<file path="src/rtl/assert_macros.svh">
// ----------------------------------------------------------------------------
// Assertion macros shared by the RTL
// Same-cycle and next-cycle implication checks, sampled on the rising edge
// and disabled while reset is asserted.
// ----------------------------------------------------------------------------
`ifndef ASSERT_MACROS_SVH
`define ASSERT_MACROS_SVH

// cons must hold in the cycle in which ante holds
`define ASSERT_IMPLIES(label, clk, rst_n, ante, cons) \
	label: assert property (@(posedge clk) disable iff (!rst_n) (ante) |-> (cons)) \
		else $error("implication check failed");

// cons must hold in the cycle after ante holds
`define ASSERT_NEXT(label, clk, rst_n, ante, cons) \
	label: assert property (@(posedge clk) disable iff (!rst_n) (ante) |=> (cons)) \
		else $error("next-cycle check failed");

`endif

</file>
<file path="src/rtl/det_ram.sv">
// ----------------------------------------------------------------------------
// det_ram
// Simple dual-port RAM: one write port, one read port with registered data.
// ----------------------------------------------------------------------------
`timescale 1ns / 1ps

module det_ram #(
	parameter int WIDTH = 8,
	parameter int DEPTH = 16,
	localparam int AW = (DEPTH > 1) ? $clog2(DEPTH) : 1
) (
	input  logic             clk,
	input  logic             wr_en,
	input  logic [AW-1:0]    wr_addr,
	input  logic [WIDTH-1:0] wr_data,
	input  logic             rd_en,
	input  logic [AW-1:0]    rd_addr,
	output logic [WIDTH-1:0] rd_data
);

	logic [WIDTH-1:0] mem [DEPTH];

	// write port
	always_ff @(posedge clk) begin
		if (wr_en) begin
			mem[wr_addr] <= wr_data;
		end
	end

	// registered read port
	always_ff @(posedge clk) begin
		if (rd_en) begin
			rd_data <= mem[rd_addr];
		end
	end

endmodule

</file>
<file path="config.mk">
export PLATFORM = sky130hd
export DESIGN_NAME = det_ram
export DESIGN_NICKNAME = d
export VERILOG_FILES = /design/src/rtl/assert_macros.svh /design/src/rtl/det_ram.sv
export SDC_FILE = /design/constraint.sdc
export NUM_CORES = 1
export LEC_CHECK = 0
export BUFFER_PORTS_ARGS = -buffer_cell sky130_fd_sc_hd__buf_4
export CAP_MARGIN = 20
export CORE_ASPECT_RATIO = 0.6
export CORE_MARGIN = 2
export CORE_UTILIZATION = 54
export CTS_CLUSTER_SIZE = 8
export DETAILED_ROUTE_END_ITERATION = 7
export PLACE_DENSITY = 0.78
export SYNTH_ARGS = -nofsm -noshare
export SYNTH_HDL_FRONTEND = slang
export SYNTH_SLANG_ARGS = --single-unit
export TNS_END_PERCENT = 1
</file>
<file path="constraint.sdc">
create_clock -name clk -period 1.83 [get_ports clk]
set_input_delay 0.366 -clock clk [delete_from_list [all_inputs] [get_ports clk]]
set_output_delay 0.366 -clock clk [all_outputs]
set_load 0.005 [all_outputs]
</file>
==> After elaboration in Yosys (flattened, before gate mapping) <==
Memory sizes are Yosys's and may differ from the RTL's. A register that Yosys moved wholly into a read port is not among the register bits.
Index checks and enable logic that the tools add are counted.
{ "totals": {"ram_bits": 128, "in_bits": 19, "latch_bits": 0, "out_inout_bits": 8, "wordCells": 3, "mem_count": 1, "reg_bits": 0, "rom_bits": 0} }
{ "op_classes": {"magnitude_cmp": 0, "multipliers": 0, "addsub": 0, "n_reduce_logical": 0, "muxes": 2, "bitwise_logic": 0, "n_div": 0, "n_shift": 0, "eq_ne": 0} }
{ "memory_table": {"columns": ["memory", "words", "width", "rd", "rd_ports_with_merged_regs", "wr", "line_no", "text"], "rows": [
  ["mem", 16, 8, 1, 1, 1, "det_ram.sv:21", "logic [WIDTH-1:0] mem [DEPTH];"]
]} }
{ "ops": {"columns": ["cell", "count"], "rows": [
  ["1-bit 2-to-1 mux", 2]
]} }

==> Depth between registers and ports, before layout <==
{ "logic_depth": {"ltp_word": 2, "depth_mapped": 5, "ltp_nobuf": 3} }

==> Worst setup path before layout <==
OpenSTA, ideal clock, no wires.
{ "synth_path": {"kind": "input to register", "from": "input wr_addr[2]", "to": "memory mem[0][0] (enable)", "required_ns": 1.447, "slack_ns": -0.029, "path_buffers": 0, "setup_ns": 0.383, "path_stages": 2, "arrival_time_ns": 1.476, "path_cell_list": "or3b_2 nor3_1"} }
{ "synth_lines": {"columns": ["item", "line_no", "text"], "rows": [
  ["from (decl)", "det_ram.sv:14", "input logic [AW-1:0] wr_addr,"],
  ["to (decl)", "det_ram.sv:21", null]
]} }
Straight into the memory's write port.

==> flow_metrics.env <==
export IMPL_status="finished, final reports clean"
export IMPL_remaining_drc_errors=0
export IMPL_antenna_found_initial=0
export IMPL_end_kind="register"
export IMPL_yosysTopAreaCell="edfxtp_1"
export IMPL_first_iter_violations=257
export IMPL_critPathLaunchType="register"
export IMPL_yosysSeqAreaShare=0.781
export IMPL_ys_ff_latch=136
export IMPL_cts_tree="built"
export IMPL_synthTopCellsByArea="edfxtp_1, mux4_2, mux4_1, a22oi_1, nor2_1"
export IMPL_setup_viol=0
export IMPL_ff2ff_path_depth=3
export IMPL_crit_fanout=1
export IMPL_timing_rr_start="mem[2][1]$_DFFE_PP_"
export IMPL_cts_inserted_buffers=17
export IMPL_groute_usage_overall=0.210
export IMPL_ctsResizeCount=0
export IMPL_die_height_um=80.2
export IMPL_ios=27
export IMPL_synthesis_area_um2=5230
export IMPL_fp_coreArea_um2=9290
export IMPL_peakVddDrop_v=0.000745
export IMPL_clock_sinks=136
export IMPL_hpwl_um=6390
export IMPL_wl_per_cell_um=22.6
export IMPL_wl_um=9780
export IMPL_vias_per_cell=5.90
export IMPL_cts_max_path_buffers=2
export IMPL_fin_crit_sh=0.802
export IMPL_clk_pin_slew_ns=0.06
export IMPL_area_growth_pct=21.3
export IMPL_overflow=0
export IMPL_multiInputGateArea_um2=1060
export IMPL_cts_root_buf="clkbuf_16"
export IMPL_rr_endpoint="rd_data[1]$_DFFE_PP_"
export IMPL_holdWs_ns=0.247
export IMPL_hold_path_class="in2reg"
export IMPL_holdPathStages=1
export IMPL_grt_pass1_wl_um=14700
export IMPL_fin_skew_ns=0.0118
export IMPL_h_tree_depth=4
export IMPL_yosysWarnings=0
export IMPL_drive_above_1_share=0.334
export IMPL_first_global_vias=2530
export IMPL_diodes=0
export IMPL_p_leak_nw=2.16
export IMPL_p_per_area_nw_per_um2=1160
export IMPL_regArea_um2=4080
export IMPL_cp_data_required_time_ns=1.99
export IMPL_ctsHoldBuffers=0
export IMPL_hp_start="wr_data[0]"
export IMPL_portBuffers=26
export IMPL_layout_cells_most_common_list="edfxtp_1, buf_4, mux4_2"
export IMPL_post_cts_buffers=0
export IMPL_layout_commonest_cell="edfxtp_1"
export IMPL_rsz0062_at_grt="no"
export IMPL_setup_tns_ns=0
export IMPL_period_needed_ns=1.47
export IMPL_ys_types=18
export IMPL_fmax_ghz=0.681
export IMPL_first_pass_iters=4
export IMPL_slew_violations=0
export IMPL_dieArea_um2=10500
export IMPL_final_nets=308
export IMPL_initial_utilization=0.563
export IMPL_slew_headroom=0.489
export IMPL_fill_cells=575
export IMPL_avgSynthCellArea_um2=22.8
export IMPL_cp_arrival_ns=1.63
export IMPL_grt_max_degree=17
export IMPL_postSynthCellCount=229
export IMPL_worstSetupPathType="reg2reg"
export IMPL_tightest_slew_ns=0.765
export IMPL_antenna_left=0
export IMPL_die_w_um=131
export IMPL_yosysTopAreaCellShare=0.781
export IMPL_hold_viol=0
export IMPL_min_to="mem[9][0]$_DFFE_PP_"
export IMPL_synth_nets=248
export IMPL_row_count=27
export IMPL_vias=2549
export IMPL_globalplace_congestion=0.746
export IMPL_r2r_slack_ns=0.36
export IMPL_clock_latency_ns=0.42
export IMPL_maxCapViolations=0
## synthesized netlist by cell type (all sizes together)
cell type and count:
a22oi 16, mux4 32, edfxtp 136, and2 1, nor3 4, nand2 9, nand2b 2, buf 7
clkdlybuf4s25 3, nand3 1, or3b 1, nor2 13, and2b 1, nand3b 2, nor2b 1
## area by class of cell
cell class / count / share of cell area
repair buffers: 51 / 0.0663
well taps: 130 / 0.0257
clock inverters: 13 / 0.0282
multi-input cells: 83 / 0.168
flip-flops and latches: 136 / 0.644
clock buffers: 19 / 0.0683
## layer usage
layer	GRT usage	up-vias	part of all wire
li1	-	1098	-
met1	0.308	1366	0.48
met2	0.289	77	0.45
met3	0.0706	8	0.068
met4	0.0926	0	0.0090
met5	0	-	0
## through the flow
stage	cell area, um2	total power [mW]	worst slack, ns	utilization	cells
global route	6340	7.59	0.280	0.683	432
finish	6340	7.38	0.362	0.683	432
CTS	6340	7.42	0.356	0.683	432
detailed placement	5730	3.94	0.00133	0.617	400
global placement	5730	3.93	0.0102	0.617	400
floorplan	5230	3.77	0.182	-	229
## critical path, stage by stage, from the launching register on
cell      delay, ns
edfxtp_1       0.39
mux4_1         0.51
a22oi_1        0.24
nand2_1        0.08
## power breakdown
group / switching [mW] / internal, mW / leakage, nW / total [mW]
clock: 1.24 / 2.27 / 0.289 / 3.50
sequential: 0.0187 / 3.51 / 1.24 / 3.53
combinational: 0.179 / 0.167 / 0.640 / 0.347
total: 1.43 / 5.94 / 2.16 / 7.38
## registers in the layout, indices dropped and copies added (netlist names)
register / count
mem: 128
rd_data: 8
## kinds of logic after synthesis
kind of cell,share of synthesized area
flops,0.781
compound gates,0.0230
mux,0.148
simple gates,0.0314
buf+inv,0.0165
## worst max path at each step
stage | from | to | slack, ns | cells past startpoint
3_3_place_gp | rd_addr[0] | rd_data[5]$_DFFE_PP_ | 0.01 | 5
5_1_grt | mem[2][1]$_DFFE_PP_ | rd_data[1]$_DFFE_PP_ | 0.28 | 3
3_5_place_dp | rd_addr[0] | rd_data[0]$_DFFE_PP_ | 0.001 | 5
6_report | mem[2][1]$_DFFE_PP_ | rd_data[1]$_DFFE_PP_ | 0.36 | 3
2_1_floorplan | rd_addr[0] | rd_data[1]$_DFFE_PP_ | 0.18 | 5
4_1_cts | mem[2][1]$_DFFE_PP_ | rd_data[1]$_DFFE_PP_ | 0.36 | 3
No activity file was read; power rests on OpenSTA's default activity.
